## config.mk

```make
export PLATFORM = sky130hd
export DESIGN_NAME = extruder_motor_backoff_controller_top
export DESIGN_NICKNAME = d
export VERILOG_FILES = /design/src/rtl/embc_pkg.sv /design/src/rtl/extruder_motor_backoff_controller_top.sv /design/src/rtl/embc_timer.sv
export SDC_FILE = /design/constraint.sdc
export NUM_CORES = 1
export LEC_CHECK = 0
export BUFFER_PORTS_ARGS = -buffer_cell sky130_fd_sc_hd__buf_4
export CAP_MARGIN = 5
export CORE_ASPECT_RATIO = 1.75
export CORE_MARGIN = 2
export CORE_UTILIZATION = 45
export DETAILED_ROUTE_END_ITERATION = 10
export GPL_TIMING_DRIVEN = 0
export PLACE_DENSITY = 0.74
export SLEW_MARGIN = 15
export SYNTH_ARGS = -nofsm -noshare
export SYNTH_HDL_FRONTEND = slang
export SYNTH_SLANG_ARGS = --single-unit
```

## constraint.sdc

```tcl
create_clock -name clk_i -period 6.1 [get_ports clk_i]
set_input_delay 0 -clock clk_i [delete_from_list [all_inputs] [get_ports clk_i]]
set_output_delay 0 -clock clk_i [all_outputs]
set_load 0.005 [all_outputs]
```

## src/rtl/embc_pkg.sv

```systemverilog
`timescale 1ns / 1ps
// ----------------------------------------------------------------------------
// Extruder motor backoff controller package
// Payload types, function and phase codes, register indexes and reset values.
// ----------------------------------------------------------------------------
package embc_pkg;

  typedef enum logic [2:0] {
    FUNC_TICK      = 3'd0,
    FUNC_SET_SPEED = 3'd1,
    FUNC_SET_RPM   = 3'd2,
    FUNC_TOG_PAUSE = 3'd3,
    FUNC_SET_DIR   = 3'd4,
    FUNC_SET_ON    = 3'd5
  } func_e;

  typedef enum logic [2:0] {
    PH_INACTIVE = 3'd0,
    PH_HALT1    = 3'd1,
    PH_REVERSE  = 3'd2,
    PH_HALT2    = 3'd3,
    PH_FORWARD  = 3'd4
  } phase_e;

  typedef enum logic [2:0] {
    CFG_BACKOFF_EN   = 3'd0,
    CFG_HALT_TIME    = 3'd1,
    CFG_REVERSE_TIME = 3'd2,
    CFG_FORWARD_TIME = 3'd3,
    CFG_TRIGGER_TIME = 3'd4,
    CFG_EXT_STEPPER  = 3'd5
  } cfg_idx_e;

  localparam int unsigned CfgIdxWidth  = 3;
  localparam int unsigned CfgDataWidth = 16;

  localparam logic [15:0] HALT_TIME_RST    = 16'd5;
  localparam logic [15:0] REVERSE_TIME_RST = 16'd500;
  localparam logic [15:0] FORWARD_TIME_RST = 16'd300;
  localparam logic [15:0] TRIGGER_TIME_RST = 16'd300;

  typedef struct packed {
    logic [2:0]         func;
    logic signed [15:0] speed_value;
    logic [31:0]        rpm_value;
    logic               flag;
  } in_item_t;

  typedef struct packed {
    logic signed [15:0] drive_speed;
    logic [31:0]        rpm_out;
    logic               rpm_mode;
    logic               rpm_direction;
    logic               motor_enable;
    logic [2:0]         backoff_phase;
  } out_item_t;

  typedef struct packed {
    logic tick;
    logic load;
  } timer_ctrl_t;

endpackage

```

## src/rtl/extruder_motor_backoff_controller_top.sv

```systemverilog
`timescale 1ns / 1ps
// ----------------------------------------------------------------------------
// Extruder motor backoff controller
// Keeps commanded speed, rpm and mode; latches a drive on each ms tick and
// runs the halt / reverse / halt / forward backoff after a forward run.
// ----------------------------------------------------------------------------
//  Channel | Direction | Handshake                  | Payload
//  in      | to block  | in_valid_i / in_stall_o    | in_data_i  (in_item_t)
//  out     | from block| out_valid_o / out_stall_i  | out_data_o (out_item_t)
//  cfg     | to block  | cfg_we_i                   | cfg_index_i, cfg_wdata_i
//
//  One item per cycle while the output does not stall: every item is decoded
//  and its state update and drive latch are computed in one pass from the state
//  registers into the result register, valid in the cycle after the transfer in.
//  The result register takes a new item in the cycle its old result leaves,
//  so input stalls only while a held result is stalled downstream.
//  Reset clears the state registers (not the result payload) and loads the register defaults; no clearing pass.
// ----------------------------------------------------------------------------
module extruder_motor_backoff_controller_top #(
  parameter int unsigned TIME_WIDTH = 16
) (
  input  logic                                  clk_i,
  input  logic                                  rst_ni,
  input  logic                                  in_valid_i,
  output logic                                  in_stall_o,
  input  embc_pkg::in_item_t                    in_data_i,
  output logic                                  out_valid_o,
  input  logic                                  out_stall_i,
  output embc_pkg::out_item_t                   out_data_o,
  input  logic                                  cfg_we_i,
  input  logic [embc_pkg::CfgIdxWidth-1:0]      cfg_index_i,
  input  logic [embc_pkg::CfgDataWidth-1:0]     cfg_wdata_i
);

  localparam logic [32:0] TimeMax = (33'd1 << TIME_WIDTH) - 33'd1;

  function automatic logic [TIME_WIDTH-1:0] time_load(input logic [15:0] v);
    logic [32:0] w;
    w = {17'd0, v};
    if (w > TimeMax) begin
      w = TimeMax;
    end
    return w[TIME_WIDTH-1:0];
  endfunction

  function automatic logic [15:0] neg16(input logic [15:0] v);
    return (v == 16'h8000) ? 16'h7FFF : (16'd0 - v);
  endfunction

  // configuration
  logic        backoff_en_q, ext_stepper_q;
  logic [15:0] halt_time_q, reverse_time_q, forward_time_q, trigger_time_q;

  always_ff @(posedge clk_i or negedge rst_ni) begin
    if (!rst_ni) begin
      backoff_en_q   <= 1'b0;
      halt_time_q    <= embc_pkg::HALT_TIME_RST;
      reverse_time_q <= embc_pkg::REVERSE_TIME_RST;
      forward_time_q <= embc_pkg::FORWARD_TIME_RST;
      trigger_time_q <= embc_pkg::TRIGGER_TIME_RST;
      ext_stepper_q  <= 1'b0;
    end else if (cfg_we_i) begin
      unique case (embc_pkg::cfg_idx_e'(cfg_index_i))
        embc_pkg::CFG_BACKOFF_EN:   backoff_en_q   <= cfg_wdata_i[0];
        embc_pkg::CFG_HALT_TIME:    halt_time_q    <= cfg_wdata_i;
        embc_pkg::CFG_REVERSE_TIME: reverse_time_q <= cfg_wdata_i;
        embc_pkg::CFG_FORWARD_TIME: forward_time_q <= cfg_wdata_i;
        embc_pkg::CFG_TRIGGER_TIME: trigger_time_q <= cfg_wdata_i;
        embc_pkg::CFG_EXT_STEPPER:  ext_stepper_q  <= cfg_wdata_i[0];
        default: ;
      endcase
    end
  end

  // handshake
  logic      out_valid_q;
  logic      in_fire;
  embc_pkg::out_item_t out_q, out_d;

  assign in_stall_o = out_valid_q && out_stall_i;
  assign in_fire    = in_valid_i && !in_stall_o;

  // state
  embc_pkg::phase_e phase_q, phase_d;
  logic        trig_started_q, trig_started_d;
  logic [15:0] set_speed_q, set_speed_d;
  logic [31:0] set_rpm_q, set_rpm_d;
  logic        dir_q, dir_d, paused_q, paused_d, on_q, on_d, rpm_q, rpm_d;
  logic [15:0] drv_speed_q, drv_speed_d;
  logic [31:0] drv_rpm_q, drv_rpm_d;
  logic        drv_mode_q, drv_mode_d, drv_dir_q, drv_dir_d, drv_en_q, drv_en_d;

  embc_pkg::timer_ctrl_t pt_ctrl, tt_ctrl;
  logic [TIME_WIDTH-1:0] pt_load_val, pt_count, pt_dec;
  logic [TIME_WIDTH-1:0] tt_count, tt_dec;
  logic                  active, elapsed;

  embc_timer #(
    .WIDTH(TIME_WIDTH)
  ) u_phase_timer (
    .clk_i     (clk_i),
    .rst_ni    (rst_ni),
    .ctrl_i    (pt_ctrl),
    .load_val_i(pt_load_val),
    .count_o   (pt_count),
    .dec_o     (pt_dec)
  );

  embc_timer #(
    .WIDTH(TIME_WIDTH)
  ) u_trigger_timer (
    .clk_i     (clk_i),
    .rst_ni    (rst_ni),
    .ctrl_i    (tt_ctrl),
    .load_val_i(time_load(trigger_time_q)),
    .count_o   (tt_count),
    .dec_o     (tt_dec)
  );

  assign active  = !paused_q && on_q;
  assign elapsed = trig_started_q && (tt_count == '0);

  always_comb begin
    phase_d        = phase_q;
    trig_started_d = trig_started_q;
    set_speed_d    = set_speed_q;
    set_rpm_d      = set_rpm_q;
    dir_d          = dir_q;
    paused_d       = paused_q;
    on_d           = on_q;
    rpm_d          = rpm_q;
    drv_speed_d    = drv_speed_q;
    drv_rpm_d      = drv_rpm_q;
    drv_mode_d     = drv_mode_q;
    drv_dir_d      = drv_dir_q;
    drv_en_d       = drv_en_q;
    pt_ctrl        = '0;
    tt_ctrl        = '0;
    pt_load_val    = time_load(halt_time_q);

    if (in_fire) begin
      unique case (embc_pkg::func_e'(in_data_i.func))
        embc_pkg::FUNC_TICK: begin
          pt_ctrl.tick = 1'b1;
          tt_ctrl.tick = 1'b1;
          if (backoff_en_q && phase_q != embc_pkg::PH_INACTIVE) begin
            if (pt_dec == '0) begin
              drv_mode_d = 1'b0;
              unique case (phase_q)
                embc_pkg::PH_HALT1: begin
                  phase_d      = embc_pkg::PH_REVERSE;
                  pt_ctrl.load = 1'b1;
                  pt_load_val  = time_load(reverse_time_q);
                  drv_speed_d  = neg16(set_speed_q);
                end
                embc_pkg::PH_REVERSE: begin
                  phase_d      = embc_pkg::PH_HALT2;
                  pt_ctrl.load = 1'b1;
                  pt_load_val  = time_load(halt_time_q);
                  drv_speed_d  = '0;
                end
                embc_pkg::PH_HALT2: begin
                  phase_d      = embc_pkg::PH_FORWARD;
                  pt_ctrl.load = 1'b1;
                  pt_load_val  = time_load(forward_time_q);
                  drv_speed_d  = set_speed_q;
                end
                default: begin
                  phase_d     = embc_pkg::PH_INACTIVE;
                  drv_speed_d = '0;
                end
              endcase
            end
          end else if (!rpm_q) begin
            drv_mode_d  = 1'b0;
            drv_speed_d = active ? (dir_q ? set_speed_q : neg16(set_speed_q)) : '0;
          end else begin
            drv_mode_d = 1'b1;
            drv_dir_d  = dir_q;
            if (ext_stepper_q) begin
              drv_rpm_d = set_rpm_q;
              drv_en_d  = active;
            end else begin
              drv_rpm_d = active ? set_rpm_q : '0;
            end
          end
        end
        embc_pkg::FUNC_SET_SPEED: begin
          set_speed_d = in_data_i.speed_value;
          rpm_d       = 1'b0;
        end
        embc_pkg::FUNC_SET_RPM: begin
          set_rpm_d = in_data_i.rpm_value;
          rpm_d     = 1'b1;
        end
        embc_pkg::FUNC_TOG_PAUSE: paused_d = !paused_q;
        embc_pkg::FUNC_SET_DIR:   dir_d    = in_data_i.flag;
        embc_pkg::FUNC_SET_ON: begin
          // switching off after a long forward run starts backoff when backoff is enabled
          if (!in_data_i.flag && on_q && dir_q && backoff_en_q && elapsed) begin
            phase_d      = embc_pkg::PH_HALT1;
            pt_ctrl.load = 1'b1;
            pt_load_val  = time_load(halt_time_q);
            drv_speed_d  = '0;
            drv_mode_d   = 1'b0;
          end else if (in_data_i.flag) begin
            if (!on_q && dir_q) begin
              tt_ctrl.load   = 1'b1;
              trig_started_d = 1'b1;
            end
            phase_d = embc_pkg::PH_INACTIVE;
          end
          on_d = in_data_i.flag;
        end
        default: ;
      endcase
    end

    out_d.drive_speed   = drv_speed_d;
    out_d.rpm_out       = drv_rpm_d;
    out_d.rpm_mode      = drv_mode_d;
    out_d.rpm_direction = drv_dir_d;
    out_d.motor_enable  = drv_en_d;
    out_d.backoff_phase = phase_d;
  end

  always_ff @(posedge clk_i or negedge rst_ni) begin
    if (!rst_ni) begin
      phase_q        <= embc_pkg::PH_INACTIVE;
      trig_started_q <= 1'b0;
      set_speed_q    <= '0;
      set_rpm_q      <= '0;
      dir_q          <= 1'b1;
      paused_q       <= 1'b0;
      on_q           <= 1'b0;
      rpm_q          <= 1'b0;
      drv_speed_q    <= '0;
      drv_rpm_q      <= '0;
      drv_mode_q     <= 1'b0;
      drv_dir_q      <= 1'b0;
      drv_en_q       <= 1'b0;
      out_valid_q    <= 1'b0;
    end else begin
      phase_q        <= phase_d;
      trig_started_q <= trig_started_d;
      set_speed_q    <= set_speed_d;
      set_rpm_q      <= set_rpm_d;
      dir_q          <= dir_d;
      paused_q       <= paused_d;
      on_q           <= on_d;
      rpm_q          <= rpm_d;
      drv_speed_q    <= drv_speed_d;
      drv_rpm_q      <= drv_rpm_d;
      drv_mode_q     <= drv_mode_d;
      drv_dir_q      <= drv_dir_d;
      drv_en_q       <= drv_en_d;
      if (in_fire) begin
        out_valid_q <= 1'b1;
      end else if (!out_stall_i) begin
        out_valid_q <= 1'b0;
      end
    end
  end

  // result payload; hold while stalled
  always_ff @(posedge clk_i) begin
    if (in_fire) begin
      out_q <= out_d;
    end
  end

  assign out_valid_o = out_valid_q;
  assign out_data_o  = out_q;

  // every transfer in yields a result in the next cycle
  assert property (@(posedge clk_i) disable iff (!rst_ni) in_fire |=> out_valid_q)
    else $error("accepted item produced no result");

  // switching on cancels any backoff
  assert property (@(posedge clk_i) disable iff (!rst_ni)
    in_fire && in_data_i.func == embc_pkg::FUNC_SET_ON && in_data_i.flag
    |=> phase_q == embc_pkg::PH_INACTIVE)
    else $error("backoff not cancelled by switch on");

  // entering the first halt latches a zero speed drive
  assert property (@(posedge clk_i) disable iff (!rst_ni)
    in_fire && phase_q == embc_pkg::PH_INACTIVE && phase_d == embc_pkg::PH_HALT1
    |=> out_q.drive_speed == '0 && !out_q.rpm_mode
        && out_q.backoff_phase == embc_pkg::PH_HALT1)
    else $error("first halt did not drive zero");

  // trigger timer once started stays started
  assert property (@(posedge clk_i) disable iff (!rst_ni) trig_started_q |=> trig_started_q)
    else $error("trigger started flag dropped");

  // hold the phase timer while no item is taken
  assert property (@(posedge clk_i) disable iff (!rst_ni)
    !in_fire |=> pt_count == $past(pt_count))
    else $error("phase timer moved without a transfer");

  // a tick steps the trigger timer down, stopping at zero
  assert property (@(posedge clk_i) disable iff (!rst_ni)
    in_fire && in_data_i.func == embc_pkg::FUNC_TICK |=> tt_count == $past(tt_dec))
    else $error("trigger timer did not advance on tick");

endmodule

```

## src/rtl/embc_timer.sv

```systemverilog
`timescale 1ns / 1ps
// ----------------------------------------------------------------------------
// Millisecond down-counter
// Loadable timer that steps down once per tick and holds at zero.
// ----------------------------------------------------------------------------
module embc_timer #(
  parameter int unsigned WIDTH = 16
) (
  input  logic                 clk_i,
  input  logic                 rst_ni,
  input  embc_pkg::timer_ctrl_t ctrl_i,
  input  logic [WIDTH-1:0]     load_val_i,
  output logic [WIDTH-1:0]     count_o,
  output logic [WIDTH-1:0]     dec_o
);

  logic [WIDTH-1:0] count_q, count_d;

  // value after this tick's decrement, saturating at zero
  assign dec_o = (count_q != '0) ? (count_q - WIDTH'(1)) : count_q;

  always_comb begin
    count_d = count_q;
    if (ctrl_i.load) begin
      count_d = load_val_i;
    end else if (ctrl_i.tick) begin
      count_d = dec_o;
    end
  end

  always_ff @(posedge clk_i or negedge rst_ni) begin
    if (!rst_ni) begin
      count_q <= '0;
    end else begin
      count_q <= count_d;
    end
  end

  assign count_o = count_q;

endmodule
```

* Word-level counts from Yosys, hierarchy flattened
Index checks and enable logic that the tools add are counted.
** Word-level totals
- Bits in registers :: 260
- Bits of input ports :: 76
- Output and inout bits :: 56
- Word-level logic and storage cells :: 151
** Operators by class
- Add/sub/neg operators :: 3
- Equal/unequal tests :: 15
- Muxes and demuxes :: 64
- Bitwise gates (word level) :: 1
- Reduce and logical (&&, ||, !) cells :: 40
** Operators with widths (number)
- 16-bit 2-to-1 mux :: 18
- 32-bit 2-to-1 mux :: 6
- 16-bit case mux with 2 select lines :: 3
- 16-bit logical NOT :: 2
- 16-bit nonzero test :: 2
- 16-bit by 1-bit subtractor with 16-bit output (second input constant) :: 2
- 2-bit AND reduction :: 13
- 1-bit 2-to-1 mux :: 25
- 3-bit by 2-bit == test with 1-bit output (second input constant) :: 6
- 16-bit == test (second input constant) :: 1
- 1-bit by 16-bit subtractor with 16-bit output (first input constant) :: 1
- 3-bit 2-to-1 mux :: 5
- 3-bit == test (second input constant) :: 4
- 1-bit logical AND :: 10
- 3-bit by 1-bit == test with 1-bit output (second input constant) :: 3
- 3-bit case mux with 3 select lines :: 1
- 2-bit nonzero test :: 4
- 3-bit logical NOT :: 2
- 1-bit case mux with 2 select lines :: 3
- 3-bit case mux with 2 select lines :: 1
- 5-bit AND reduction :: 1
- 1-bit logical NOT :: 4
- 2-bit 2-to-1 mux :: 2
- 3-bit nonzero test :: 1
- other kinds (3) :: 3

* Logic depth before layout (Yosys ltp)
Gate-level depths: netlist of run 1.
- Word-level depth :: 10
- Depth in mapped cells :: 12
- Depth with buffers taken out :: 10

* Cells and area by module
A second synthesis of run 1 with hierarchy kept.
** Second synthesis, totals
- Cell total of the unflattened synthesis :: 1182
- Area total of the unflattened synthesis :: 12843.6 um^2
** By module, submodules not included
- extruder_motor_backoff_controller_top :: times used 1, cells each 832, area each 10148.5 um^2, sequential area each 5997.0 um^2
- embc_timer :: times used 2, cells each 175, area each 1347.5 um^2, sequential area each 400.4 um^2

* Worst setup path after synthesis of run 1
Ideal clock, no wire load.
- Path kind :: register to register
- From :: reg out_valid_q, in the netlist out_valid_o
- To :: reg u_phase_timer.count_q[6], in the netlist u_phase_timer.count_o[6]
- Library setup time :: 119 ps
- Arrival :: 5137 ps
- Required time :: 5981 ps
- Slack :: 844 ps
- Stages on the path, launching flop included :: 8
- Cell sequence :: dfrtp_1 a21boi_1 nand2_1 nor4b_1 nand2_1 o41a_1 clkbuf_1 o21a_1
** Between the ends
- Word-level cells in the longest chain between the ends :: 5
- Elaborated cells on any way between the ends :: 7
- Those cells by class :: mux: 3; reduce/logical: 4
** Ends and longest elaborated chain
- from (decl) :: line extruder_motor_backoff_controller_top.sv:76 : logic out_valid_q;
- from (signal assigned) :: line extruder_motor_backoff_controller_top.sv:242 : out_valid_q <= 1'b0;
- from (signal assigned) :: line extruder_motor_backoff_controller_top.sv:258 : out_valid_q <= 1'b1;
- from (signal assigned) :: line extruder_motor_backoff_controller_top.sv:260 : out_valid_q <= 1'b0;
- 1-bit logical AND * :: line extruder_motor_backoff_controller_top.sv:80 : assign in_stall_o = out_valid_q && out_stall_i;
- 1-bit logical NOT * :: line extruder_motor_backoff_controller_top.sv:81 : assign in_fire = in_valid_i && !in_stall_o;
- 1-bit logical AND * :: line extruder_motor_backoff_controller_top.sv:81
- net in_fire :: line extruder_motor_backoff_controller_top.sv:77 : logic in_fire;
- 16-bit 2-to-1 mux or 2-bit 2-to-1 mux (tied branches) :: line extruder_motor_backoff_controller_top.sv:141 : if (in_fire) begin
- 16-bit 2-to-1 mux or 2-bit nonzero test (tied branches)
- to (signal assigned) :: line embc_timer.sv:35 : count_q <= count_d;
- to (decl) :: line embc_timer.sv:17 : logic [WIDTH-1:0] count_q, count_d;
The timed path passes the listed nets; every way through them passes the cells marked *.
A chain may end at the register's enable or synchronous reset.

* Worst setup path in the final report of run 1
- From :: reg u_phase_timer.count_q[0], in the netlist u_phase_timer.count_o[0]
- To :: reg u_phase_timer.count_q[9], in the netlist u_phase_timer.count_o[9]
** Between the ends
- Word-level cells in the longest chain between the ends :: 8
- Elaborated cells on any way between the ends :: 15
- Those cells by class :: add/sub: 1; mux: 11; reduce/logical: 3
** Ends and longest elaborated chain
- 16-bit by 1-bit subtractor with 16-bit output or 16-bit nonzero test (tied branches) :: line embc_timer.sv:20 : assign dec_o = (count_q != '0) ? (count_q - WIDTH'(1)) : count_q;
- 16-bit 2-to-1 mux * :: line embc_timer.sv:20
- 16-bit logical NOT :: line extruder_motor_backoff_controller_top.sv:147 : if (pt_dec == '0) begin
- 1-bit 2-to-1 mux or 16-bit 2-to-1 mux (tied branches) :: line extruder_motor_backoff_controller_top.sv:147
- 1-bit 2-to-1 mux or 16-bit 2-to-1 mux (tied branches) :: line extruder_motor_backoff_controller_top.sv:146 : if (backoff_en_q && phase_q != embc_pkg::PH_INACTIVE) begin
- 1-bit case mux with 2 select lines or 16-bit 2-to-1 mux (tied branches)
- 2-bit 2-to-1 mux or 16-bit 2-to-1 mux (tied branches) :: line extruder_motor_backoff_controller_top.sv:141
- 16-bit 2-to-1 mux or 2-bit nonzero test (tied branches)
Every way passes the cells marked *; elsewhere a longest branch is shown, timed or not. The select of a mux whose other input is x is not followed.

==> results.json, run 1 <==
{
  "status": "finished clean",
  "cts_made_buffers": 25,
  "yosys_warnings": 0,
  "slew_headroom_pct": 37.2,
  "p_comb_share_pct": 22.0,
  "wl_per_cell_um": 19.8,
  "areaGrowthSynthToFinish_pct": 26.6,
  "critical_path.max_fanout": 10,
  "worst_setup_path_end_kind": "register",
  "dp_cells": 1536,
  "grt-ovfl-total": 0,
  "powerDensity_mw_per_mm2": 344,
  "avgSynthCellArea_sq_um": 11.2,
  "dp_hpwl_um": 23400,
  "clockPowerShare_pct": 32.1,
  "htree_levels": 1,
  "cts_tree": "built",
  "setup_tns_ns": 0,
  "drive_above_1_share_pct": 25.9,
  "drc": 0,
  "holdBufCountCts": 81,
  "vdd_ir_drop_max_v": 0.000225,
  "synth_area_leaders": "dfrtp_1 39%, edfxtp_1 13%, mux2_2 12%",
  "place_congestion": 0.937,
  "cp-startpoint": "u_phase_timer.count_o[0]$_DFFE_PN0P_",
  "clk_latency_ns": 0.56,
  "grt_pass1_wl_um": 52000,
  "track_usage_pct": 23.2,
  "fin_skew_ns": 0.0200,
  "netlist_area_sq_mm": 0.0121,
  "stdcell_area_sq_mm": 0.0153,
  "grt_max_degree": 110,
  "syn_inst": 1079,
  "p_seq_share_pct": 45.9,
  "die_h_um": 221,
  "grt_pass1_vias": 9963,
  "max_stage_delay_ns": 0.78,
  "routed_wl_um": 32900,
  "synthFlopType": "dfrtp_1",
  "nets": 1400,
  "synth_largest_area_cell": "dfrtp_1",
  "place_area_sq_mm": 0.0136,
  "ys_seq_area_share_pct": 56.2,
  "rsz0062_at_grt": "false",
  "critPathKind": "reg -> reg",
  "hold_violations": 0,
  "synth_nets": 1159,
  "intPower_w": 0.00370,
  "power.switching_w": 0.00157,
  "antenna_cells": 0,
  "cap_violations": 0,
  "yosysTopAreaCellShare_pct": 39.1,
  "p_leak_nw": 6.49,
  "p_sw_share_pct": 29.8,
  "ctsLongestPathBuffers": 3,
  "slowest_stage": "nor3b_1",
  "grt_antenna_before_repair": 0,
  "root_buffer": "clkbuf_16",
  "cts_setup_buffers": 0,
  "ant_nets": 0,
  "ys_seq_elements": 260,
  "crit_chain": "inv_1 -> ha_1 -> nor3b_1 -> nand2_1 -> o31ai_1 -> nand4_1 -> or4b_1 -> buf_6 -> nor4_4 -> buf_6 -> mux2i_1 -> o21ai_1",
  "final_util_pct": 57.8,
  "die_area_sq_mm": 0.0283,
  "synth_edf_count": 54,
  "async_flop_share_pct": 79.2,
  "max_slew.worst_pin.slew_ns": 0.941,
  "clock-sinks": 260,
  "die_w_um": 128,
  "finalSetupViolCount": 0,
  "start_util_pct": 45.7,
  "fmax_ghz": 0.223,
  "finalCritPeriodShare_pct": 73.4,
  "reg2reg_from": "u_phase_timer.count_o[0]$_DFFE_PN0P_",
  "cp_common_cell": "buf_6",
  "first_pass_iters": 7,
  "layout_min_cycle_time_ns": 4.48,
  "hold_class": "in -> async",
  "worstSetupStartpointType": "register",
  "via_per_inst": 5.65,
  "cp_data_required_time_ns": 6.52,
  "io_buffers": 129,
  "cts_resized": 0,
  "slew_viol_final": 0,
  "vias": 9398,
  "yosys-top-cells-count": "189 x dfrtp_1, 139 x nand2_1, 127 x mux2_2, 61 x o21ai_0",
  "io_pins": 132,
  "clkTransAtPathRegs_ns": 0.06,
  "crit_arrival_ns": 4.90,
  "core_area_sq_mm": 0.0265,
  "rows": 79,
  "final_cell_count_no_fill": 1663,
  "drt_iter0_markers": 528,
  "yosys.cell_count.top_type": "dfrtp_1",
  "synthDistinctLibCells": 75
}
[final timing paths]
check | endpoint | slack, ns | cells past startpoint
min in group clk_i | set_speed_q[13]$_DFFE_PN0P_ | 0.22 | 3
max in group asynchronous | drv_rpm_q[31]$_DFF_PN0_ | 5.13 | 4
worst min-delay path | set_speed_q[10]$_DFFE_PN0P_ | 0.05 | 3
worst max register to register | u_phase_timer.count_o[9]$_DFFE_PN0P_ | 1.62 | 12
worst max-delay path | u_phase_timer.count_o[9]$_DFFE_PN0P_ | 1.62 | 12
worst min register to register | drv_rpm_q[31]$_DFF_PN0_ | 0.46 | 2
[stage by stage]
stage / setup WS (ns) / hold slack [ns] / power [W]
2_1_floorplan: 0.844 / -0.296 / 0.00311
3_3_place_gp: -1.88 / 0.202 / 0.00349
3_5_place_dp: 1.68 / 0.0622 / 0.00354
4_1_cts: 1.65 / 0.0691 / 0.00529
5_1_grt: 1.36 / 0.0966 / 0.00552
6_report: 1.62 / 0.0453 / 0.00527
[sequential cells by signal, summed over array words and instances (netlist names), 16 cells and up]
register / count
out_data_o: 54
drv_rpm_q: 32
set_rpm_q: 32
drv_speed_q: 16
forward_time_q: 16
halt_time_q: 16
reverse_time_q: 16
set_speed_q: 16
trigger_time_q: 16
u_phase_timer.count_o: 16
u_trigger_timer.count_o: 16
[critical path: cells and delay by family (launching register included)]
family,cells,cell delay [ns]
DFF,1,0.45
buffers and inverters,3,0.59
muxes,1,0.31
AOI/OAI and AO/OA,2,0.39
and+or+nand+nor,5,2.37
adders and majority gates,1,0.21
[cells in the final DEF (no fill, tap or decap), types with 26 or more instances in the layout]
master	count
clkbuf_16	26
dlygate4sd3_1	81
clkbuf_1	55
nor2_1	39
a21oi_1	39
mux2_2	127
nand2_1	139
o21ai_0	61
nand3_1	44
inv_1	31
buf_4	128
dfrtp_1	189
edfxtp_1	54
[power by group through the flow]
stage | Sequential (W) | Combinational [W] | Clock (W)
after floorplan | 0.00238 | 0.000736 | 0
after global placement | 0.00243 | 0.00106 | 0
after detailed placement | 0.00244 | 0.00110 | 0
after CTS | 0.00241 | 0.00115 | 0.00172
after global routing | 0.00246 | 0.00128 | 0.00179
final | 0.00242 | 0.00116 | 0.00169
[routing by layer]
layer | vias up | wire length, um | GRT usage (%)
met1 | 4641 | 11700 | 24.2
met3 | 91 | 1250 | 2.73
met4 | 0 | 1670 | 12.5
li1 | 4407 | - | -
met2 | 259 | 18300 | 44.4
met5 | - | 0 | 0
[cell type report]
type	count	area, sq um
fillers	2193	11200
flip-flops and latches	260	6800
multi-input cells	720	4910
repair buffers	214	1900
clock buffers	28	668
well taps	324	405
plain buffers	68	283
clock inverters	18	238
inverters	31	116
[cell families (layout without fill, tap and decap cells)]
family                   after synthesis  after routing  synth area share [%]
AND/OR/NAND/NOR                      346            346                  14.4
flip-flops                           260            260                  56.2
AO/OA/AOI/OAI                        203            203                  10.7
multiplexers                         146            146                  13.4
buffers and inverters                 99            359                  3.30
XOR/XNOR                              21             21                  1.52
adder cells (fa/ha/maj)                4              4                 0.414
Note: power is estimated with default switching activity, not from simulation.
==> run 2, diff against run 1 <==
- PLACE_DENSITY: 0.74 -> 0.76
- clock period: 6.1 -> 3.8 ns (I/O delays scaled with it)
==> results.json, run 2 (same netlist as run 1, synthesis figures left out) <==
{
  "hold_class": "in -> async",
  "antenna_cells": 0,
  "worstSetupStartpointType": "register",
  "layout_common_cells": "188 x dfrtp_1, 142 x buf_4, 138 x nand2_1",
  "first_pass_iters": 5,
  "p_seq_share_pct": 46.3,
  "htree_levels": 1,
  "grt_antenna_before_repair": 0,
  "hold-worst-slack_ns": 0.0550,
  "fin_skew_ns": 0.0163,
  "hold_violations": 0,
  "cap_violations": 0,
  "die_w_um": 128,
  "cts_made_buffers": 24,
  "vias": 9532,
  "rows": 79,
  "ctsLongestPathBuffers": 3,
  "crit_arrival_ns": 3.92,
  "drt_iter0_markers": 574,
  "grt_pass1_wl_um": 52600,
  "p_sw_share_pct": 29.9,
  "drc": 0,
  "p_comb_share_pct": 22.5,
  "intPower_w": 0.00590,
  "max_slew.worst_pin.slew_ns": 1.09,
  "fmax_ghz": 0.271,
  "wl_per_cell_um": 20.0,
  "grt_max_degree": 108,
  "die_h_um": 221,
  "place_area_sq_mm": 0.0136,
  "clock-sinks": 260,
  "core_area_sq_mm": 0.0265,
  "finalCritPeriodShare_pct": 97.3,
  "drive_above_1_share_pct": 27.9,
  "power.switching_w": 0.00252,
  "layout_commonest_cell": "dfrtp_1",
  "place_congestion": 0.966,
  "slew_viol_final": 0,
  "cp_data_required_time_ns": 4.02,
  "p_leak_nw": 6.61,
  "slew_headroom_pct": 26.5,
  "cts_tree": "built",
  "largest_register_ffs": 54,
  "via_per_inst": 5.69,
  "vdd_ir_drop_max_v": 0.000315,
  "finalSetupViolCount": 0,
  "worst_setup_path_end_kind": "register",
  "nets": 1412,
  "die_area_sq_mm": 0.0283,
  "critical_path.max_fanout": 10,
  "io_buffers": 129,
  "root_buffer": "clkbuf_16",
  "rsz0062_at_grt": "true",
  "dp_hpwl_um": 23200,
  "areaGrowthSynthToFinish_pct": 28.2,
  "start_util_pct": 45.7,
  "track_usage_pct": 23.5,
  "routed_wl_um": 33500,
  "finalPower_w": 0.00842,
  "io_pins": 132,
  "clkTransAtPathRegs_ns": 0.08,
  "ant_nets": 0,
  "setup_ws_ns": 0.104,
  "powerDensity_mw_per_mm2": 543,
  "stdcell_area_sq_mm": 0.0155,
  "layout_min_cycle_time_ns": 3.70,
  "clk_latency_ns": 0.54,
  "critPathKind": "reg -> reg",
  "status": "finished clean",
  "place_ws_ns": -0.566,
  "clockPowerShare_pct": 31.2,
  "grt_pass1_vias": 10000,
  "grt-ovfl-total": 0
}
==> run 2: worst max-delay path, cell delays in order, from the launching register on <==
cell and delay, ns:
dfrtp_1 0.38, buf_6 0.13, or4_1 0.54, or3_1 0.32, buf_2 0.18, o31ai_4 0.18
o21ai_2 0.11, or4b_1 0.49, buf_6 0.16, clkbuf_4 0.20, or2_2 0.31, a311oi_2 0.22
o32ai_2 0.16
==> run 2: stage by stage <==
| stage | utilization, % | std cells | TNS [ns] |
|---|---|---|---|
| after floorplan | - | 1079 | 0 |
| after global placement | 50.9 | 1532 | -50.45 |
| after detailed placement | 51.4 | 1537 | -16.68 |
| after CTS | 58.3 | 1671 | 0 |
| after global routing | 58.5 | 1674 | -0.0129 |
| final | 58.5 | 1674 | 0 |
==> run 2: cell type report <==
class / count / area (sq um)
timing repair buffer: 228 / 2020
buffer: 67 / 285
multi-input combinational: 720 / 5010
clock buffer: 31 / 721
tap: 324 / 405
sequential: 260 / 6800
clock inverter: 13 / 155
fill: 2120 / 11000
inverter: 31 / 116
==> run 2: final timing paths <==
kind,from,end,slack [ns],depth (start not counted)
hold / removal,rst_ni,set_speed_q[13]$_DFFE_PN0P_,0.06,3
hold reg to reg,drv_rpm_q[6]$_DFF_PN0_,drv_rpm_q[6]$_DFF_PN0_,0.47,2
max in group asynchronous,rst_ni,u_phase_timer.count_o[0]$_DFFE_PN0P_,2.81,4
setup reg to reg,u_phase_timer.count_o[7]$_DFFE_PN0P_,out_data_o[38]$_DFFE_PP_,0.10,12
min in group clk_i,in_data_i[34],set_speed_q[1]$_DFFE_PN0P_,0.23,4
setup / recovery,u_phase_timer.count_o[7]$_DFFE_PN0P_,out_data_o[38]$_DFFE_PP_,0.10,12
==> run 2: power by group through the flow <==
stage / sequential (W) / clock, W / combinational, W
after global routing: 0.00396 / 0.00276 / 0.00208
final: 0.00390 / 0.00262 / 0.00190
after floorplan: 0.00381 / 0 / 0.00118
after CTS: 0.00388 / 0.00267 / 0.00188
after detailed placement: 0.00392 / 0 / 0.00176
after global placement: 0.00389 / 0 / 0.00170
==> run 2: routing by layer <==
metal | up-vias | routed length [um] | share of wire (%) | track usage (%)
met4 | 0 | 2030 | 6.0 | 13.8
met3 | 117 | 1320 | 3.9 | 2.47
met1 | 4681 | 11800 | 35 | 24.4
met2 | 308 | 18300 | 55 | 44.6
met5 | - | 0 | 0 | 0
li1 | 4426 | - | - | -
==> run 2: timing repair <==
action / CTS / global route
resized for setup: 13 / 14
buffers inserted: 11 / 4
endpoints found under the setup margin: 56 / 17
hold buffers: 79 / 0
pin swaps: 7 / 2
cloned: 0 / 0
endpoints found under the hold margin: 229 / 0
==> run 3, diff against run 2 <==
- PLACE_DENSITY: 0.76 -> 0.66
- SKIP_LAST_GASP: default -> 1
==> results.json, run 3 (same netlist as run 1, synthesis figures left out) <==
{
  "rr_worst_depth": 12,
  "clock-sinks": 260,
  "seqCellArea_sq_mm": 0.00680,
  "grt_max_degree": 90,
  "htree_levels": 1,
  "die_h_um": 221,
  "cpLargestDelayFamily": "simple AND/OR/NAND/NOR gates",
  "max_slew.worst_pin.slew_ns": 1.13,
  "crit_chain": "buf_2 -> or4_1 -> or3_1 -> buf_2 -> o31ai_4 -> o21ai_2 -> or4b_1 -> buf_6 -> clkbuf_4 -> or2_2 -> a311oi_2 -> o32ai_2",
  "root_buffer": "clkbuf_16",
  "wl_per_cell_um": 19.6,
  "slew_headroom_pct": 24.4,
  "reg2reg_from": "u_phase_timer.count_o[10]$_DFFE_PN0P_",
  "first_pass_iters": 7,
  "cap_violations": 0,
  "grtUsageMet2_pct": 45.1,
  "finalSetupViolCount": 0,
  "final_cell_count_no_fill": 1671,
  "hold_class": "in -> async",
  "fmax_ghz": 0.266,
  "multi_input_area_sq_mm": 0.00502,
  "track_usage_pct": 23.4,
  "routed_wl_um": 32700,
  "powerDensity_mw_per_mm2": 535,
  "largest_register_ffs": 54,
  "worst_setup_path_end_kind": "register",
  "slew_viol_final": 0,
  "areaGrowthSynthToFinish_pct": 27.5,
  "antenna_cells": 0,
  "grt_pass1_wl_um": 52400,
  "layout_commonest_cell": "dfrtp_1",
  "cts_made_buffers": 25,
  "dp_cells": 1536,
  "die_area_sq_mm": 0.0283,
  "cp_common_cell": "buf_2",
  "path_buf_inv": 4,
  "finalCritPeriodShare_pct": 98.8,
  "p_leak_nw": 6.55,
  "drt_iter0_markers": 569,
  "worstReg2RegEnd": "out_data_o[38]$_DFFE_PP_",
  "final_util_pct": 58.2,
  "status": "finished clean",
  "grtUsageMet1_pct": 25.5,
  "busiest_layer": "met2",
  "ctsLongestPathBuffers": 3,
  "rows": 79,
  "ant_nets": 0,
  "fin_skew_ns": 0.0114,
  "grt_antenna_before_repair": 0,
  "worstSetupStartpointType": "register",
  "r2r_slack_ns": 0.05,
  "critPathKind": "reg -> reg",
  "hold-worst-slack_ns": 0.0307,
  "finalPower_w": 0.00824,
  "vias": 9370,
  "setup_tns_ns": 0,
  "layout_common_cells": "188 x dfrtp_1, 139 x buf_4, 138 x nand2_1",
  "critical_path.max_fanout": 10,
  "grt_pass1_vias": 9970,
  "crit_arrival_ns": 4.01,
  "core_area_sq_mm": 0.0265,
  "slowest_stage": "or4_1",
  "drc": 0,
  "die_w_um": 128,
  "dp_hpwl_um": 23200,
  "max_stage_delay_ns": 0.53,
  "clk_latency_ns": 0.56,
  "start_util_pct": 45.7,
  "clkTransAtPathRegs_ns": 0.06,
  "cts_tree": "built",
  "via_per_inst": 5.61,
  "grtUsageMet3_pct": 2.42,
  "nets": 1408,
  "hold_violations": 0,
  "cp_data_required_time_ns": 4.06,
  "layout_min_cycle_time_ns": 3.75,
  "io_pins": 132,
  "n_fill_cell": 2217,
  "vdd_ir_drop_max_v": 0.000392,
  "place_congestion": 0.914,
  "drive_above_1_share_pct": 27.2,
  "io_buffers": 129,
  "grt-ovfl-total": 0
}
## run 3: changes by cell type in the layout (fill, tap and decap cells not counted), sizes merged
cell and delta:
buf -6, clkbuf +4, clkinv +1, inv -2
## run 3: report_power, final
| group | switching [W] | total (W) | internal [W] | leakage, nW |
|---|---|---|---|---|
| Sequential | 0.000376 | 0.00388 | 0.00351 | 3.07 |
| Clock | 0.00108 | 0.00248 | 0.00140 | 0.396 |
| Combinational | 0.000990 | 0.00188 | 0.000886 | 3.09 |
## run 3: worst max path at each step
stage | to | startpoint | slack [ns] | depth (start not counted)
3_5_place_dp | u_phase_timer.count_o[9]$_DFFE_PN0P_ | u_phase_timer.count_o[0]$_DFFE_PN0P_ | -0.51 | 12
3_3_place_gp | u_phase_timer.count_o[6]$_DFFE_PN0P_ | out_valid_o$_DFFE_PN0P_ | -0.83 | 7
6_report | out_data_o[38]$_DFFE_PP_ | u_phase_timer.count_o[10]$_DFFE_PN0P_ | 0.05 | 12
2_1_floorplan | out_data_o[51]$_DFFE_PP_ | u_phase_timer.count_o[7]$_DFFE_PN0P_ | 0.39 | 12
5_1_grt | out_data_o[38]$_DFFE_PP_ | u_phase_timer.count_o[10]$_DFFE_PN0P_ | -0.05 | 12
4_1_cts | out_data_o[49]$_DFFE_PP_ | u_phase_timer.count_o[10]$_DFFE_PN0P_ | 0.03 | 11
## run 3: area by class of cell
type | count | share of cell area, %
Sequential cell | 260 | 44.1
Multi-Input combinational cell | 720 | 32.6
Timing Repair Buffer | 223 | 12.8
Clock buffer | 34 | 4.41
Tap cell | 324 | 2.63
Buffer | 67 | 1.87
Clock inverter | 12 | 0.836
Inverter | 31 | 0.755
## run 3: per-stage QoR
| step | cell area [sq um] | setup WS, ns |
|---|---|---|
| global placement | 13500 | -0.834 |
| floorplan | 12100 | 0.394 |
| finish | 15400 | 0.0475 |
| global route | 15400 | -0.0547 |
| detailed placement | 13600 | -0.510 |
| CTS | 15300 | 0.0317 |
## run 3: what timing repair did
action                     4_1_cts  5_1_grt
hold endpoints to repair       246        0
pin swaps                        4        6
setup endpoints to repair       51       47
hold buffers                    80        0
resized for setup                9       20
buffers inserted                 8        2
## run 3: metal layers
layer  vias up  share of wire [%]
met2       258                 56
li1       4443                  -
met5         -                  0
met1      4587                 36
met3        82                3.5
met4         0                3.9
